$ cat src/hdl/spinor_pkg.sv
// Package for the SPI NOR flash command sequencer.
// Holds codes, flash command bytes, the queue descriptor type and the step table.
// No dependencies.
`default_nettype none

package spinor_pkg;

  localparam int ADDR_BYTES = 3;
  localparam int Q_DEPTH    = 4;
  localparam int Q_PTR_W    = $clog2(Q_DEPTH);

  localparam logic [1:0] KIND_HOST = 2'd0;
  localparam logic [1:0] KIND_DATA = 2'd1;
  localparam logic [1:0] KIND_RECV = 2'd2;

  localparam logic [2:0] OP_RDID   = 3'd0;
  localparam logic [2:0] OP_WREN   = 3'd1;
  localparam logic [2:0] OP_WRDIS  = 3'd2;
  localparam logic [2:0] OP_ERASE  = 3'd3;
  localparam logic [2:0] OP_PROG   = 3'd4;
  localparam logic [2:0] OP_READ   = 3'd5;
  localparam logic [2:0] OP_INIT   = 3'd6;

  localparam logic [7:0] CMD_RDID  = 8'h90;
  localparam logic [7:0] CMD_WREN  = 8'h06;
  localparam logic [7:0] CMD_WRDIS = 8'h04;
  localparam logic [7:0] CMD_RDSR1 = 8'h05;
  localparam logic [7:0] CMD_RDSR2 = 8'h35;
  localparam logic [7:0] CMD_WRSR  = 8'h01;
  localparam logic [7:0] CMD_SE    = 8'h20;
  localparam logic [7:0] CMD_PP    = 8'h02;
  localparam logic [7:0] CMD_READ  = 8'h03;

  // first init round clears SR1 bit 7 and SR2 bit 0, second clears SR1 bits 2..4 and 6
  localparam logic [7:0] SR1_KEEP_R0 = ~(8'h01 << 7);
  localparam logic [7:0] SR2_KEEP_R0 = ~(8'h01 << 0);
  localparam logic [7:0] SR1_KEEP_R1 = ~((8'h07 << 2) | (8'h01 << 6));

  typedef enum logic [2:0] {
    ACT_SEL, ACT_DESEL, ACT_SEND, ACT_RECV, ACT_HOST, ACT_DONE
  } act_t;

  typedef enum logic [3:0] {
    BS_ZERO, BS_ARG, BS_A2, BS_A1, BS_A0, BS_C06, BS_C05, BS_C35, BS_C01, BS_S1, BS_S2
  } src_t;

  typedef enum logic [3:0] {
    Q_WE, Q_READ, Q_RD0, Q_DATA, Q_HOST, Q_HOSTD, Q_SIMPLE, Q_SR2, Q_WRSR
  } seq_t;

  typedef struct packed {
    seq_t        seq;
    logic [3:0]  first;
    logic [3:0]  stop;
    logic [7:0]  arg;
    logic [23:0] addr;
    logic [7:0]  s1;
    logic [7:0]  s2;
  } desc_t;

  typedef struct packed {
    logic  push;
    desc_t desc;
  } q_wr_t;

  typedef struct packed {
    logic  valid;
    desc_t desc;
  } q_rd_t;

  typedef struct packed {
    act_t act;
    src_t src;
  } step_t;

  function automatic step_t mk(act_t a, src_t s);
    step_t r;
    r.act = a;
    r.src = s;
    return r;
  endfunction

  function automatic step_t seq_step(seq_t seq, logic [3:0] idx);
    step_t r;
    r = mk(ACT_SEL, BS_ZERO);
    case (seq)
      Q_WE: begin
        case (idx)
          4'd0:    r = mk(ACT_SEL, BS_ZERO);
          4'd1:    r = mk(ACT_SEND, BS_C06);
          4'd2:    r = mk(ACT_DESEL, BS_ZERO);
          4'd3:    r = mk(ACT_SEL, BS_ZERO);
          4'd4:    r = mk(ACT_SEND, BS_ARG);
          4'd5:    r = mk(ACT_SEND, BS_A2);
          4'd6:    r = mk(ACT_SEND, BS_A1);
          4'd7:    r = mk(ACT_SEND, BS_A0);
          4'd8:    r = mk(ACT_DESEL, BS_ZERO);
          4'd9:    r = mk(ACT_SEL, BS_ZERO);
          4'd10:   r = mk(ACT_SEND, BS_C05);
          default: r = mk(ACT_RECV, BS_ZERO);
        endcase
      end
      Q_READ, Q_RD0: begin
        case (idx)
          4'd0:    r = mk(ACT_SEL, BS_ZERO);
          4'd1:    r = mk(ACT_SEND, BS_ARG);
          4'd2:    r = mk(ACT_SEND, BS_A2);
          4'd3:    r = mk(ACT_SEND, BS_A1);
          4'd4:    r = mk(ACT_SEND, BS_A0);
          4'd5:    r = (seq == Q_READ) ? mk(ACT_RECV, BS_ZERO) : mk(ACT_DESEL, BS_ZERO);
          default: r = mk(ACT_DONE, BS_ZERO);
        endcase
      end
      Q_DATA: begin
        case (idx)
          4'd0:    r = mk(ACT_SEND, BS_ARG);
          4'd1:    r = mk(ACT_DESEL, BS_ZERO);
          4'd2:    r = mk(ACT_SEL, BS_ZERO);
          4'd3:    r = mk(ACT_SEND, BS_C05);
          default: r = mk(ACT_RECV, BS_ZERO);
        endcase
      end
      Q_HOST: begin
        case (idx)
          4'd0:    r = mk(ACT_HOST, BS_ARG);
          default: r = mk(ACT_RECV, BS_ZERO);
        endcase
      end
      Q_HOSTD: begin
        case (idx)
          4'd0:    r = mk(ACT_HOST, BS_ARG);
          4'd1:    r = mk(ACT_DESEL, BS_ZERO);
          default: r = mk(ACT_DONE, BS_ZERO);
        endcase
      end
      Q_SIMPLE: begin
        case (idx)
          4'd0:    r = mk(ACT_SEL, BS_ZERO);
          4'd1:    r = mk(ACT_SEND, BS_ARG);
          4'd2:    r = mk(ACT_DESEL, BS_ZERO);
          default: r = mk(ACT_DONE, BS_ZERO);
        endcase
      end
      Q_SR2: begin
        case (idx)
          4'd0:    r = mk(ACT_DESEL, BS_ZERO);
          4'd1:    r = mk(ACT_SEL, BS_ZERO);
          4'd2:    r = mk(ACT_SEND, BS_C35);
          default: r = mk(ACT_RECV, BS_ZERO);
        endcase
      end
      Q_WRSR: begin
        case (idx)
          4'd0:    r = mk(ACT_DESEL, BS_ZERO);
          4'd1:    r = mk(ACT_SEL, BS_ZERO);
          4'd2:    r = mk(ACT_SEND, BS_C06);
          4'd3:    r = mk(ACT_DESEL, BS_ZERO);
          4'd4:    r = mk(ACT_SEL, BS_ZERO);
          4'd5:    r = mk(ACT_SEND, BS_C01);
          4'd6:    r = mk(ACT_SEND, BS_S1);
          4'd7:    r = mk(ACT_SEND, BS_S2);
          4'd8:    r = mk(ACT_DESEL, BS_ZERO);
          4'd9:    r = mk(ACT_SEL, BS_ZERO);
          4'd10:   r = mk(ACT_SEND, BS_C05);
          default: r = mk(ACT_RECV, BS_ZERO);
        endcase
      end
      default: r = mk(ACT_SEL, BS_ZERO);
    endcase
    return r;
  endfunction

endpackage

`default_nettype wire

$ cat src/hdl/spi_nor_flash_command_sequencer.sv
// Top level of the SPI NOR flash command sequencer.
// Instantiates spinor_front, spinor_queue and spinor_back; uses spinor_pkg.
//
// Input stream: each request carries a kind in in_tuser (host request,
// program data byte, byte received from the flash) and op, address, length
// and data in in_tdata. Output stream: one bus action per item in out_tuser
// (select, deselect, send, receive, host byte, done), its byte in out_tdata,
// and out_tlast on the final action caused by one request.
// A request is accepted in any cycle the 4-entry descriptor queue has room,
// so requests may follow back to back. An accepted request yields 0 to 12
// actions; the back end issues one action per cycle while out_tready does
// not stall it. The request's descriptor is first written into the queue,
// and its actions then leave through the back end's output register. A
// request arriving outside the phase that awaits it produces no actions.
// Reset (synchronous, rst_n low) returns to idle, clears all status and
// empties the queue. When out_tready is low the output register holds; the
// queue keeps taking requests until full, then in_tready drops.
`default_nettype none

module spi_nor_flash_command_sequencer
  import spinor_pkg::*;
(
  input  wire logic        clk,
  input  wire logic        rst_n,
  input  wire logic        in_tvalid,
  output logic             in_tready,
  input  wire logic [55:0] in_tdata,  // op[2:0], flash_addr[26:3], length[42:27], data[50:43]
  input  wire logic [1:0]  in_tuser,  // kind[1:0]
  output logic             out_tvalid,
  input  wire logic        out_tready,
  output logic [7:0]       out_tdata, // byte_value[7:0]
  output logic [2:0]       out_tuser, // action[2:0]
  output logic             out_tlast
);

  q_wr_t q_wr;
  q_rd_t q_rd;
  logic  q_full;
  logic  q_pop;
  act_t  act;

  spinor_front u_front (
    .clk      (clk),
    .rst_n    (rst_n),
    .in_valid (in_tvalid),
    .in_ready (in_tready),
    .in_kind  (in_tuser),
    .in_op    (in_tdata[2:0]),
    .in_addr  (in_tdata[26:3]),
    .in_len   (in_tdata[42:27]),
    .in_data  (in_tdata[50:43]),
    .q_full   (q_full),
    .q_wr     (q_wr)
  );

  spinor_queue u_queue (
    .clk   (clk),
    .rst_n (rst_n),
    .wr    (q_wr),
    .pop   (q_pop),
    .rd    (q_rd),
    .full  (q_full)
  );

  spinor_back u_back (
    .clk       (clk),
    .rst_n     (rst_n),
    .rd        (q_rd),
    .pop       (q_pop),
    .out_valid (out_tvalid),
    .out_ready (out_tready),
    .out_act   (act),
    .out_byte  (out_tdata),
    .out_last  (out_tlast)
  );

  assign out_tuser = act;

  a_no_overflow: assert property (@(posedge clk) disable iff (!rst_n)
    q_wr.push |-> !q_full)
    else $error("descriptor pushed into full queue");

  a_end_last: assert property (@(posedge clk) disable iff (!rst_n)
    out_tvalid && (act == ACT_DONE || act == ACT_RECV) |-> out_tlast)
    else $error("done or receive action not last of its request");

  a_zero_byte: assert property (@(posedge clk) disable iff (!rst_n)
    out_tvalid && (act == ACT_SEL || act == ACT_DESEL || act == ACT_RECV ||
                   act == ACT_DONE) |-> out_tdata == 8'd0)
    else $error("non-data action carries a byte");

  a_reset_idle: assert property (@(posedge clk)
    !rst_n |=> !out_tvalid)
    else $error("output valid right after reset");

endmodule

`default_nettype wire

$ cat src/hdl/spinor_front.sv
// Front end: accepts requests, tracks the command phase and status bytes,
// and pushes one action-sequence descriptor per productive request. Uses spinor_pkg.
`default_nettype none

module spinor_front
  import spinor_pkg::*;
(
  input  wire logic        clk,
  input  wire logic        rst_n,
  input  wire logic        in_valid,
  output logic             in_ready,
  input  wire logic [1:0]  in_kind,
  input  wire logic [2:0]  in_op,
  input  wire logic [23:0] in_addr,
  input  wire logic [15:0] in_len,
  input  wire logic [7:0]  in_data,
  input  wire logic        q_full,
  output q_wr_t            q_wr
);

  typedef enum logic [2:0] {
    PH_IDLE, PH_ID_MFR, PH_ID_DEV, PH_PROG_DATA, PH_READ_DATA, PH_POLL,
    PH_INIT_SR1, PH_INIT_SR2
  } phase_t;

  phase_t      phase_r, phase_nxt;
  logic [2:0]  active_op_r, active_op_nxt;
  logic [15:0] bytes_left_r, bytes_left_nxt;
  logic        init_round_r, init_round_nxt;
  logic [7:0]  status_one_r, status_one_nxt;
  logic [7:0]  status_two_r, status_two_nxt;
  logic [15:0] bl_dec;
  logic        accept;

  assign in_ready = !q_full;
  assign accept   = in_valid && in_ready;
  assign bl_dec   = bytes_left_r - 16'd1;

  always_comb begin
    phase_nxt      = phase_r;
    active_op_nxt  = active_op_r;
    bytes_left_nxt = bytes_left_r;
    init_round_nxt = init_round_r;
    status_one_nxt = status_one_r;
    status_two_nxt = status_two_r;
    q_wr.push       = 1'b0;
    q_wr.desc.seq   = Q_DATA;
    q_wr.desc.first = 4'd0;
    q_wr.desc.stop  = 4'd0;
    q_wr.desc.arg   = in_data;
    q_wr.desc.addr  = in_addr;
    q_wr.desc.s1    = status_one_r;
    q_wr.desc.s2    = status_two_r;
    if (accept) begin
      case (in_kind)
        KIND_HOST: begin
          if (phase_r == PH_IDLE) begin
            active_op_nxt = in_op;
            case (in_op)
              OP_RDID: begin
                q_wr.push      = 1'b1;
                q_wr.desc.seq  = Q_READ;
                q_wr.desc.stop = 4'd5;
                q_wr.desc.arg  = CMD_RDID;
                q_wr.desc.addr = 24'd0;
                phase_nxt      = PH_ID_MFR;
              end
              OP_WREN, OP_WRDIS: begin
                q_wr.push      = 1'b1;
                q_wr.desc.seq  = Q_SIMPLE;
                q_wr.desc.stop = 4'd3;
                q_wr.desc.arg  = (in_op == OP_WREN) ? CMD_WREN : CMD_WRDIS;
              end
              OP_ERASE: begin
                q_wr.push      = 1'b1;
                q_wr.desc.seq  = Q_WE;
                q_wr.desc.stop = 4'd11;
                q_wr.desc.arg  = CMD_SE;
                phase_nxt      = PH_POLL;
              end
              OP_PROG: begin
                q_wr.push      = 1'b1;
                q_wr.desc.seq  = Q_WE;
                q_wr.desc.arg  = CMD_PP;
                bytes_left_nxt = in_len;
                if (in_len == 16'd0) begin
                  q_wr.desc.stop = 4'd11;
                  phase_nxt      = PH_POLL;
                end else begin
                  q_wr.desc.stop = 4'd7;
                  phase_nxt      = PH_PROG_DATA;
                end
              end
              OP_READ: begin
                q_wr.push      = 1'b1;
                q_wr.desc.arg  = CMD_READ;
                bytes_left_nxt = in_len;
                if (in_len == 16'd0) begin
                  q_wr.desc.seq  = Q_RD0;
                  q_wr.desc.stop = 4'd6;
                end else begin
                  q_wr.desc.seq  = Q_READ;
                  q_wr.desc.stop = 4'd5;
                  phase_nxt      = PH_READ_DATA;
                end
              end
              OP_INIT: begin
                q_wr.push       = 1'b1;
                q_wr.desc.first = 4'd2;
                q_wr.desc.stop  = 4'd4;
                init_round_nxt  = 1'b0;
                phase_nxt       = PH_INIT_SR1;
              end
              default: ;
            endcase
          end
        end
        KIND_DATA: begin
          if (phase_r == PH_PROG_DATA) begin
            q_wr.push      = 1'b1;
            bytes_left_nxt = bl_dec;
            if (bl_dec == 16'd0) begin
              q_wr.desc.stop = 4'd4;
              phase_nxt      = PH_POLL;
            end
          end
        end
        KIND_RECV: begin
          case (phase_r)
            PH_ID_MFR: begin
              q_wr.push      = 1'b1;
              q_wr.desc.seq  = Q_HOST;
              q_wr.desc.stop = 4'd1;
              phase_nxt      = PH_ID_DEV;
            end
            PH_ID_DEV: begin
              q_wr.push      = 1'b1;
              q_wr.desc.seq  = Q_HOSTD;
              q_wr.desc.stop = 4'd2;
              phase_nxt      = PH_IDLE;
            end
            PH_READ_DATA: begin
              q_wr.push      = 1'b1;
              bytes_left_nxt = bl_dec;
              if (bl_dec != 16'd0) begin
                q_wr.desc.seq  = Q_HOST;
                q_wr.desc.stop = 4'd1;
              end else begin
                q_wr.desc.seq  = Q_HOSTD;
                q_wr.desc.stop = 4'd2;
                phase_nxt      = PH_IDLE;
              end
            end
            PH_INIT_SR1: begin
              q_wr.push      = 1'b1;
              q_wr.desc.seq  = Q_SR2;
              q_wr.desc.stop = 4'd3;
              status_one_nxt = in_data;
              phase_nxt      = PH_INIT_SR2;
            end
            PH_INIT_SR2: begin
              if (!init_round_r) begin
                status_one_nxt = status_one_r & SR1_KEEP_R0;
                status_two_nxt = in_data & SR2_KEEP_R0;
              end else begin
                status_one_nxt = status_one_r & SR1_KEEP_R1;
                status_two_nxt = in_data;
              end
              q_wr.push      = 1'b1;
              q_wr.desc.seq  = Q_WRSR;
              q_wr.desc.stop = 4'd11;
              q_wr.desc.s1   = status_one_nxt;
              q_wr.desc.s2   = status_two_nxt;
              phase_nxt      = PH_POLL;
            end
            PH_POLL: begin
              q_wr.push = 1'b1;
              if (in_data[0]) begin
                q_wr.desc.first = 4'd1;
                q_wr.desc.stop  = 4'd4;
              end else if (active_op_r == OP_INIT && !init_round_r) begin
                q_wr.desc.first = 4'd1;
                q_wr.desc.stop  = 4'd4;
                init_round_nxt  = 1'b1;
                phase_nxt       = PH_INIT_SR1;
              end else begin
                q_wr.desc.seq   = Q_HOSTD;
                q_wr.desc.first = 4'd1;
                q_wr.desc.stop  = 4'd2;
                phase_nxt       = PH_IDLE;
              end
            end
            default: ;
          endcase
        end
        default: ;
      endcase
    end
  end

  always_ff @(posedge clk) begin
    if (!rst_n) begin
      phase_r      <= PH_IDLE;
      active_op_r  <= 3'd0;
      bytes_left_r <= 16'd0;
      init_round_r <= 1'b0;
      status_one_r <= 8'd0;
      status_two_r <= 8'd0;
    end else begin
      phase_r      <= phase_nxt;
      active_op_r  <= active_op_nxt;
      bytes_left_r <= bytes_left_nxt;
      init_round_r <= init_round_nxt;
      status_one_r <= status_one_nxt;
      status_two_r <= status_two_nxt;
    end
  end

endmodule

`default_nettype wire

$ cat src/hdl/spinor_queue.sv
// Descriptor queue between front and back ends of the sequencer.
// Q_DEPTH entries, first word fall through. Uses spinor_pkg.
`default_nettype none

module spinor_queue
  import spinor_pkg::*;
(
  input  wire logic  clk,
  input  wire logic  rst_n,
  input  q_wr_t      wr,
  input  wire logic  pop,
  output q_rd_t      rd,
  output logic       full
);

  desc_t              mem_r [Q_DEPTH];
  logic [Q_PTR_W-1:0] wr_ptr_r, rd_ptr_r;
  logic [Q_PTR_W:0]   count_r;
  logic               do_pop;

  assign full     = (count_r == (Q_PTR_W+1)'(Q_DEPTH));
  assign rd.valid = (count_r != '0);
  assign rd.desc  = mem_r[rd_ptr_r];
  assign do_pop   = pop && rd.valid;

  always_ff @(posedge clk) begin
    if (wr.push) begin
      mem_r[wr_ptr_r] <= wr.desc;
    end
  end

  always_ff @(posedge clk) begin
    if (!rst_n) begin
      wr_ptr_r <= '0;
      rd_ptr_r <= '0;
      count_r  <= '0;
    end else begin
      if (wr.push) begin
        wr_ptr_r <= wr_ptr_r + Q_PTR_W'(1);
      end
      if (do_pop) begin
        rd_ptr_r <= rd_ptr_r + Q_PTR_W'(1);
      end
      count_r <= count_r + (Q_PTR_W+1)'(wr.push) - (Q_PTR_W+1)'(do_pop);
    end
  end

endmodule

`default_nettype wire

$ cat src/hdl/spinor_back.sv
// Back end: walks the head descriptor one bus action per cycle, unless
// stalled, into the registered output. Uses spinor_pkg step table.
`default_nettype none

module spinor_back
  import spinor_pkg::*;
(
  input  wire logic  clk,
  input  wire logic  rst_n,
  input  q_rd_t      rd,
  output logic       pop,
  output logic       out_valid,
  input  wire logic  out_ready,
  output act_t       out_act,
  output logic [7:0] out_byte,
  output logic       out_last
);

  logic       out_valid_r;
  act_t       out_act_r;
  logic [7:0] out_byte_r;
  logic       out_last_r;
  logic [3:0] off_r;
  logic [3:0] idx;
  step_t      step;
  logic       at_stop;
  logic       advance;
  logic [7:0] byte_val;

  assign idx     = rd.desc.first + off_r;
  assign step    = seq_step(rd.desc.seq, idx);
  assign at_stop = (idx == rd.desc.stop);
  assign advance = rd.valid && (!out_valid_r || out_ready);
  assign pop     = advance && at_stop;

  always_comb begin
    case (step.src)
      BS_ARG:  byte_val = rd.desc.arg;
      BS_A2:   byte_val = rd.desc.addr[23:16];
      BS_A1:   byte_val = rd.desc.addr[15:8];
      BS_A0:   byte_val = rd.desc.addr[7:0];
      BS_C06:  byte_val = CMD_WREN;
      BS_C05:  byte_val = CMD_RDSR1;
      BS_C35:  byte_val = CMD_RDSR2;
      BS_C01:  byte_val = CMD_WRSR;
      BS_S1:   byte_val = rd.desc.s1;
      BS_S2:   byte_val = rd.desc.s2;
      default: byte_val = 8'd0;
    endcase
  end

  always_ff @(posedge clk) begin
    if (!rst_n) begin
      out_valid_r <= 1'b0;
      off_r       <= 4'd0;
    end else if (advance) begin
      out_valid_r <= 1'b1;
      off_r       <= at_stop ? 4'd0 : off_r + 4'd1;
    end else if (out_ready) begin
      out_valid_r <= 1'b0;
    end
  end

  always_ff @(posedge clk) begin
    if (advance) begin
      out_act_r  <= step.act;
      out_byte_r <= byte_val;
      out_last_r <= at_stop;
    end
  end

  assign out_valid = out_valid_r;
  assign out_act   = out_act_r;
  assign out_byte  = out_byte_r;
  assign out_last  = out_last_r;

endmodule

`default_nettype wire
$ cat config.mk
export PLATFORM = sky130hd
export DESIGN_NAME = spi_nor_flash_command_sequencer
export DESIGN_NICKNAME = d
export VERILOG_FILES = /design/src/hdl/spinor_pkg.sv /design/src/hdl/spi_nor_flash_command_sequencer.sv /design/src/hdl/spinor_front.sv /design/src/hdl/spinor_queue.sv /design/src/hdl/spinor_back.sv
export SDC_FILE = /design/constraint.sdc
export NUM_CORES = 1
export LEC_CHECK = 0
export BUFFER_PORTS_ARGS = -buffer_cell sky130_fd_sc_hd__buf_2
export CORE_MARGIN = 10
export CORE_UTILIZATION = 65
export DETAILED_ROUTE_END_ITERATION = 10
export PLACE_DENSITY = 0.81
export SLEW_MARGIN = 20
export SYNTH_ARGS = -nofsm -noshare
export SYNTH_HDL_FRONTEND = slang
export SYNTH_SLANG_ARGS = --single-unit
$ cat constraint.sdc
create_clock -name clk -period 11.87 [get_ports clk]
set_input_delay 0.5935 -clock clk [delete_from_list [all_inputs] [get_ports clk]]
set_output_delay 0.5935 -clock clk [all_outputs]
set_load 0.02 [all_outputs]
# After elaboration in Yosys (flattened, before gate mapping)
# Memories as Yosys holds them, arrays and structs flattened. A register that Yosys moved wholly into a read port is not among the register bits.
# Index checks and enable logic that the tools add are counted.
[word_totals]
regBits = 63
ramBits = 240
mem_bits_ro = 176
n_memories = 3
inputBits = 62
[op_classes]
n_eq_ne = 55
mux = 71
n_addsub = 7
n_reduce_logical = 33
[mem_list]
columns = ["name", "depth", "word_bits", "read_ports", "rd_ports_with_merged_regs", "write_ports", "line", "source"]
rows = [
  ["u_queue.mem_r", 4, 60, 1, 1, 1, "spinor_queue.sv:16", "desc_t mem_r [Q_DEPTH];"],
  ["(name not given)", 16, 6, 1, 0, 0, "spinor_pkg.sv:153", "case (idx)"],
  ["(name not given)", 16, 5, 1, 0, 0, "spinor_pkg.sv:88", "case (idx)"],
]
[ops]
columns = ["cell", "count"]
rows = [
  ["2-to-1 mux 16 bit", 6],
  ["case mux 8 bit (10 select lines)", 1],
  ["2-to-1 mux 61 bit", 1],
  ["case mux 7 bit (8 select lines)", 1],
  ["case mux 16 bit (3 select lines)", 1],
  ["case mux 4 bit (6 select lines)", 2],
  ["2-to-1 mux 45 bit", 1],
  ["case mux 7 bit (6 select lines)", 1],
  ["== test 4 x 3 -> 1 bit, second input constant", 10],
  ["case mux 8 bit (5 select lines)", 1],
  ["2-to-1 mux 3 bit", 11],
  ["logical NOT 16 bit", 2],
  ["2-to-1 mux 32 bit", 1],
  ["case mux 8 bit (2 select lines)", 2],
  ["case mux 5 bit (6 select lines)", 1],
  ["== test 3 bit, second input constant", 9],
  ["== test 4 x 2 -> 1 bit, second input constant", 6],
  ["2-to-1 mux 24 bit", 1],
  ["case mux 6 bit (4 select lines)", 1],
  ["case mux 7 bit (3 select lines)", 1],
  ["2-to-1 mux 4 bit", 5],
  ["case mux 3 bit (6 select lines)", 1],
  ["case mux 6 bit (3 select lines)", 1],
  ["== test 4 bit, second input constant", 4],
  ["44 further kinds", 95],
]

# Logic depth before layout (Yosys ltp)
# Gate-level depths: netlist (run 1).
[logic_depth]
ltp_word = 9
ltp_mapped = 21
depth_no_buf = 15

# Hierarchy
# A second synthesis (run 1) with hierarchy kept.
[hier_totals]
cells_unflattened = 1058
area_unflattened_um2 = 14535.2
[by_module_without_submodules]
columns = ["mod", "area_per_inst_um2", "seq_area_each_um2", "cells_per_inst", "n_inst"]
rows = [
  ["spinor_queue", 9198.8, 7387.1, 359, 1],
  ["spinor_front", 3304.4, 780.7, 453, 1],
  ["spinor_back", 2031.9, 460.4, 246, 1],
]

# Least setup slack after synthesis (run 1)
# No wires, ideal clock.
[synth_path]
kind = "reg-to-reg"
startpoint = "reg (tool-made name)"
endpoint = "reg u_queue.count_r[2]"
t_arrival_ns = 5.485
period_less_slack_ns = 5.613
path_stages_with_launch = 22
path_slack_ns = 6.257
required_ns = 11.742
path_buffers = 6
path_cell_list = "dfxtp_1 buf_6 buf_12 clkbuf_1 buf_2 buf_2 mux4_2 ha_1 fa_1 xnor2_1 clkbuf_1 xnor2_1 nor4_1 and2_0 ha_1 inv_1 ha_1 inv_1 fa_1 xor2_1 xnor2_1 nor2_1"
[synth_rtl]
columns = ["item", "line", "source"]
rows = [
  ["to (signal assigned)", "spinor_queue.sv:44", "count_r <= count_r + (Q_PTR_W+1)'(wr.push) - (Q_PTR_W+1)'(do_pop);"],
  ["to (decl)", "spinor_queue.sv:18", "logic [Q_PTR_W:0] count_r;"],
]

==> metrics, run 1 <==
Max stage delay cell, worst path buf_4; endpoints failing setup 0; gate count of the mapped netlist approximately 1.0k; DRT Pass-1 Iters 5; WL final 30100 µm; combinational share of power ~15%; Hold Path Sink u_front.status_one_r[1]$_SDFFE_PN0P_; area grow syn2layout 11.2%; Max stage delay on crit path between 0.6 and 0.7 ns; largest net degree at the start of global routing slightly below 60; CP Max Fanout 58; Fin Setup TNS 0 ns; Placed Area 14100 µm²; fill cell count 1259; reg2reg setup slack 6.62 ns; hold buffers post-CTS 0; Min-Delay Path Depth 3; CTS Buffer Depth 3; crit path DAT about 5.6 ns; min Tclk post-route roughly 5.3 ns; CTS tree built; Yosys reg bits roughly 300; Avg Synthesized Cell Area around 13 µm²; postcts setup bufs 0; Antenna Cells 0; P_sw 0.641 mW; first-pass GRT wire length roughly 48000 µm; CP Class flop to flop; Synth Flop Type edfxtp_1; worst hold-check path type primary input to flop; Worst-path clk slew about 0.060 ns; Syn Nets approximately 1.1k; Post-DRT Antenna Nets 0; RSZ-0062 raised after global routing false; clk_lat worst skew between 0.5 and 0.6 ns; Worst Hold Launch in_tdata[44]; Root Driver clkbuf_16; vias in the first global route roughly 8.6k; post-DP HPWL roughly 19000 µm; max-cap viol count 0; Slew headroom around a third; clock share of power between 30% and 40%; NumNets Final approximately 1.2k; status complete, no violations; I/O pin count 76; Leak 5.12 nW; gr usage total between 20% and 30%; share of layout cells above drive strength 1 19.9%; synth warn 0; Post-synth EDFFs 244; Critical path buffers and inverters 4; DIE AREA roughly 27000 µm²; register area about 8400 µm²; die extent in x 165 µm; Final Hold Violating Endpoints 0; register area share after synthesis 61.5%; Slew Viols, Final 0; Placer Congestion just over 0.9; Post-CTS Resized 0; Via Count between 8k and 9k; Flop pwr share between 40 and 50%; commonest non-fill, non-tap cell in the layout edfxtp_1; GRT overflow 0; PwrDens about 170 nW/µm²; initial antenna violation count 1; final period utilization ~44%; Tightest Pin Transition between 1 and 1.5 ns; post-DR wirelength/cell between 20 and 25 µm; Required @ worst endpoint between 10 and 15 ns; Reg2Reg Depth 17; f_max 190 MHz; most frequent cells in the layout edfxtp_1 (244), nand2_1 (80), nor2_1 (75), buf_2 (70); mapped cell area 13600 µm²; Netlist cell types 73; crit start category flop; Top delay family on crit path adder cells; crit-path cells buf_4, mux4_2, ha_1, fa_1, xnor2_1, buf_4, xnor2_1, nor4_1, and2_0, ha_1, inv_1, ha_1, inv_1, fa_1, xor2_1, xnor2_1, nor2_1; area of the multi-input gates between 4000 and 5000 µm²; num rows 52; RR Endpoint u_queue.count_r[2]$_SDFF_PN0_; Worst VDD drop approximately 0.00012 V; core box area between 20000 and 25000 µm²; Worst Skew between 0.015 and 0.02 ns; Internal Power between 1.5 and 2 mW; Detailed Route Iter0 Violations just under 900; PortBufs 70; Setup crit end kind flop; asr flop ratio synth 0%; chip height 165 µm; Via density between 6 and 7; Initial Util between 60% and 70%; Clock H-tree levels 1; Clock Sinks about 300; # DRC 0; post-route design area 15200 µm²; Sw Ratio between 20 and 30%; TritonCTS Buffers 30
[through the flow]
stage	hold WS, ns	utilization (%)	setup WS [ns]	instances	power [mW]
floorplan	0.431	-	6.26	1021	1.48
global placement	0.438	69.1	6.61	1307	1.57
detailed placement	0.443	69.2	6.39	1307	1.58
CTS	0.365	74.2	6.30	1363	2.54
global route	0.372	74.2	6.28	1363	2.63
finish	0.377	74.2	6.62	1363	2.53
[cell usage after synthesis, types with 3 or more instances]
cell type	count	area [µm²]
nor3b_1	4	30.0
nand4_1	6	37.5
nand3b_1	3	22.5
a221oi_1	3	26.3
clkbuf_1	48	180
and3_1	11	68.8
buf_6	3	33.8
ha_1	20	250
inv_1	24	90.1
o21a_1	3	22.5
or3_1	4	25.0
o221ai_1	5	43.8
buf_2	6	30.0
nand3_1	20	100
xor2_1	6	52.6
a22oi_1	4	30.0
nor2_1	75	282
nand2b_1	13	81.3
mux4_2	58	1310
o21ai_0	31	155
o31ai_1	8	60.1
nor4_1	12	75.1
nor3_1	23	115
a21oi_1	59	295
buf_1	4	15.0
a211o_1	6	52.6
or4_1	5	37.5
xnor2_1	13	114
and2_1	49	307
dfxtp_1	53	1060
or2_2	8	50.1
o211ai_1	3	22.5
a22o_1	5	43.8
a211oi_1	6	45.0
mux2i_1	13	130
o221a_2	7	78.8
edfxtp_1	244	7330
nor2b_1	4	25.0
o22a_1	4	35.0
a31oi_1	8	50.1
o22ai_1	12	75.1
nand2_1	80	300
a21o_1	8	60.1
[registers in the layout, indices dropped and copies added (netlist names), 4 cells and up, named ones only]
| name | cells |
|---|---|
| u_back.out_byte | 8 |
| u_queue.mem_r | 232 |
| u_front.status_two_r | 8 |
| u_back.off_r | 4 |
| u_front.status_one_r | 8 |
| u_front.bytes_left_r | 16 |
[tightest hold or removal path, cell delays in order]
cell,delay (ns)
buf_2,0.13
mux2i_1,0.08
nor2_1,0.08
[layer usage]
metal	vias to the layer above	part of all wire, %	track usage [%]
li1	4003	-	-
met1	4355	40	30.2
met2	424	50	35.8
met3	57	7.9	4.11
met4	2	2.3	6.40
met5	-	0.037	0
[cells by family (layout without fill, tap and decap cells)]
group / count (synthesis) / in the layout / synth area share (%)
muxes: 73 / 73 / 10.7
DFF: 297 / 297 / 61.5
xor gates and xnor gates: 19 / 19 / 1.22
buffers and inverters: 88 / 160 / 2.77
AOI/OAI and AO/OA: 194 / 194 / 9.43
adders and majority gates: 22 / 22 / 2.13
and+or+nand+nor: 328 / 328 / 12.2
[how the worst max path moves through the flow]
stage | endpoint | start | slack (ns) | cells past startpoint
floorplan | u_queue.count_r[2]$_SDFF_PN0_ | flop | 6.26 | 21
global route | u_queue.count_r[2]$_SDFF_PN0_ | flop | 6.28 | 17
CTS | u_back.out_byte[5]$_DFFE_PP_ | flop | 6.30 | 12
global placement | u_back.out_byte[5]$_DFFE_PP_ | flop | 6.61 | 12
finish | u_queue.count_r[2]$_SDFF_PN0_ | flop | 6.62 | 17
detailed placement | u_back.out_byte[6]$_DFFE_PP_ | flop | 6.39 | 12
[power groups by stage]
stage | clock network, mW | registers (mW) | logic, mW
finish | 0.961 | 1.19 | 0.382
global route | 1.02 | 1.19 | 0.419
CTS | 0.974 | 1.19 | 0.378
detailed placement | 0 | 1.21 | 0.373
global placement | 0 | 1.21 | 0.363
floorplan | 0 | 1.21 | 0.268
[cell type report]
type | instances | share of cell area [%]
Clock inverter | 17 | 1.24
Sequential cell | 297 | 55.4
Tap cell | 270 | 2.23
Clock buffer | 39 | 5.51
Inverter | 25 | 0.619
Multi-Input combinational cell | 636 | 32.3
Timing Repair Buffer | 79 | 2.78
No activity file was read; power rests on OpenSTA's default activity.
==> run 2, diff against run 1 <==
--- a/config.mk
+++ b/config.mk
@@ -5,11 +5,12 @@
 export SDC_FILE = /design/constraint.sdc
 export NUM_CORES = 1
 export LEC_CHECK = 0
+export ABC_AREA = 1
 export BUFFER_PORTS_ARGS = -buffer_cell sky130_fd_sc_hd__buf_2
 export CORE_MARGIN = 10
-export CORE_UTILIZATION = 65
+export CORE_UTILIZATION = 55
 export DETAILED_ROUTE_END_ITERATION = 10
-export PLACE_DENSITY = 0.81
+export PLACE_DENSITY = 0.73
 export SLEW_MARGIN = 20
 export SYNTH_ARGS = -nofsm -noshare
 export SYNTH_HDL_FRONTEND = slang
==> constraint.sdc (replaced) <==
create_clock -name clk -period 4.8 [get_ports clk]
set_input_delay 0.24 -clock clk [delete_from_list [all_inputs] [get_ports clk]]
set_output_delay 0.24 -clock clk [all_outputs]
set_load 0.02 [all_outputs]
==> run 2 against run 1 <==
Net effect: clock-buffer cell count down 4; routed wire length up 9.8%; sequential power rose to 2.5 times the previous value; sequential cell count unchanged; largest cell class unchanged; critical endpoint is now u_back.out_byte[6]$_DFFE_PP_; non-clock buffer count up 12; global-route usage down 2.5 points.
==> metrics, run 2 <==
status complete, no violations; pre-CTS setup slack 1.13 ns (-5.26 ns); crit start category flop; Fin Setup TNS 0 ns (unchanged); Syn Nets 1581 (+43%); Root Driver clkbuf_16; Commonest cells post-synth nor2_1 (273), edfxtp_1 (244), nand2_1 (239), o21ai_0 (145), inv_1 (140); endpoints failing setup 0 (unchanged); asr flop ratio synth 0% (unchanged); Synth Flop Type edfxtp_1; CP Max Fanout 12 (-79%); CTS tree built; Largest register FFs 232 (unchanged); commonest non-fill, non-tap cell in the layout nor2_1; postcts setup bufs 0 (unchanged); post-synthesis mux area share 0% (-11 points); CP Class flop to flop; RSZ-0062 raised after global routing false; Initial Util 56.1% (-11 points); Post-DRT Antenna Nets 0 (unchanged); placed cell count 1851 (+42%); Leak 6.37 nW (+25%); DIE AREA 32700 µm² (+20%); f_max 271 MHz (+43%); worst hold-check path type primary input to flop; Setup crit end kind flop; post-route design area 16000 µm² (+5.6%); NumNets Final 1645 (+43%); met2 GRT Util 31.5% (-4.3 points); first-pass GRT wire length 53200 µm (+12%); Clock Sinks 297 (unchanged); Slew headroom 38.0% (+6.4 points); synth warn 0 (unchanged); PortBufs 70 (unchanged); GRT overflow 0 (unchanged); Required @ worst endpoint 5.11 ns (-7.14 ns); Via density 5.61 (-13%); Detailed Route Iter0 Violations 930 (+5.2%); Netlist cell types 50 (-32%); PwrDens 446 nW/µm² (+170%); I/O pin count 76 (unchanged); chip height 181 µm (+9.7%); Synth Area in Simple Gates 20.2% (+8.0 points); Setup WS post-layout 1.11 ns (-5.50 ns); Post-Synth XOR/XNOR Area 0.986% (-0.23 points); core box area 25300 µm² (+24%); Area contributors post-synth edfxtp_1 (52%), dfxtp_1 (7.5%), nor2_1 (7.2%); Tightest Pin Transition 0.930 ns (-0.0950 ns); Biggest register u_queue.mem_r; final period utilization 76.8% (+33 points); Placer Congestion 0.934 (+1.5%); count leader, synth nor2_1; Worst-path clk slew 0.06 ns (about the same); Yosys top cell area share 51.6% (-2.2 points); Top Usage Layer GRT met2; Placed Area 14800 µm² (+4.9%); register area share after synthesis 59.0% (-2.5 points); Util after Layout 63.2% (-11 points); post-DP HPWL 21300 µm (+14%); Post-Synth Adder-Cell Area 2.04% (-0.086 points); gr usage total 19.6% (-2.5 points); post-DR wirelength/cell 17.3 µm (-22%); min Tclk post-route 3.69 ns (-1.57 ns); GR Layer Usage met3 3.58% (-0.53 points); die extent in x 181 µm (+9.7%); # DRC 0 (unchanged); Worst Skew 0.0139 ns (-0.00354 ns); Via Count 10.8k (+22%); num rows 58 (+12%); Top Registers u_queue.mem_r (232), u_front.bytes_left_r (16); Slew Viols, Final 0 (unchanged); clk_lat worst skew 0.56 ns (+0.02 ns); Post-CTS Resized 0 (unchanged); met1 Usage GRT 26.5% (-3.7 points); crit path DAT 4.00 ns (-1.64 ns); Avg Synthesized Cell Area 9.49 µm² (-29%); TritonCTS Buffers 30 (unchanged); share of layout cells above drive strength 1 12.5% (-7.4 points); area grow syn2layout 12.7%; Cell Count, Final, Fillers Out 1915 (+40%); largest net degree at the start of global routing 65 (+10%); Final Hold Violating Endpoints 0 (unchanged); max-cap viol count 0 (unchanged); leading area contributor after synthesis edfxtp_1; most frequent cells in the layout nor2_1 (268), edfxtp_1 (244), nand2_1 (239), o21ai_0 (145), inv_1 (139); DRT Pass-1 Iters 5 (unchanged); gate count of the mapped netlist 1497 (+47%); initial antenna violation count 0 (-1); Compound-Gate Fraction of Synth Area 11.6% (+2.2 points); Worst VDD drop 0.000375 V (+220%); Clock H-tree levels 1 (unchanged); Antenna Cells 0 (unchanged); largest family of logic cells by synthesized area simple AND/OR/NAND/NOR gates; WL final 33100 µm (+9.8%); Post-synth EDFFs 244 (unchanged); vias in the first global route 10.5k (+23%); CTS Buffer Depth 3 (unchanged); Yosys reg bits 297 (unchanged); mapped cell area 14200 µm² (+4.2%)
## run 2: logic make-up (layout without fill, tap and decap cells)
group	count (synthesis)	in the layout
AND/OR/NAND/NOR	657	657
flip-flops	297	297
AO/OA/AOI/OAI	294	294
buffers and inverters	211	299
adder cells (fa/ha/maj)	22	22
XOR/XNOR	16	16
## run 2: path summary, 6_finish.rpt
| kind | start | cells past startpoint | endpoint | slack (ns) |
|---|---|---|---|---|
| setup reg to reg | flop | 17 | u_back.out_byte[6]$_DFFE_PP_ | 1.11 |
| hold / removal | in_tdata[33] | 3 | u_front.bytes_left_r[6]$_SDFFE_PN0P_ | 0.02 |
| hold reg to reg | u_front.status_one_r[7]$_SDFFE_PN0P_ | 2 | u_front.status_one_r[7]$_SDFFE_PN0P_ | 0.46 |
| setup / recovery | flop | 17 | u_back.out_byte[6]$_DFFE_PP_ | 1.11 |
## run 2: final cells by class
type | count | area, µm²
clock inverters | 21 | 303
fillers | 2035 | 9310
flip-flops and latches | 297 | 8390
repair buffers | 91 | 528
multi-input cells | 989 | 5000
clock buffers | 35 | 811
inverters | 152 | 571
well taps | 330 | 413
## run 2: where the power goes
group	internal, mW	switching [mW]	total, mW
sequential	2.95	0.0624	3.01
clock	1.59	0.992	2.58
combinational	0.470	1.09	1.56
total	5.01	2.14	7.15
## run 2: timing repair
action,CTS,global route
endpoints found under the setup margin,0,0
hold buffers,8,0
endpoints found under the hold margin,8,0
## run 2: stage by stage
stage          hold WS (ns)  power, mW
6_report             0.0172       7.15
5_1_grt              0.0470       7.48
4_1_cts            0.000688       7.17
3_5_place_dp          0.453       4.60
3_3_place_gp          0.450       4.58
2_1_floorplan         0.388       4.21
## run 2: critical path, stage by stage, from the launching register on
cell,delay (ns)
dfxtp_4,0.41
inv_2,0.10
o21ai_0,0.17
o22ai_1,0.10
ha_1,0.24
fa_1,0.63
inv_1,0.13
ha_1,0.27
inv_1,0.09
nor2_1,0.06
nand3_1,0.08
nand2_1,0.07
nor2_2,0.21
nand2_1,0.32
nand4_1,0.29
nand2_1,0.08
nor2_1,0.14
nand2_1,0.07
## run 2: metal layers
metal | vias up | routed length [µm]
met1 | 5085 | 14800
met3 | 53 | 2320
met5 | - | 0
met4 | 0 | 718
li1 | 5267 | -
met2 | 347 | 15200
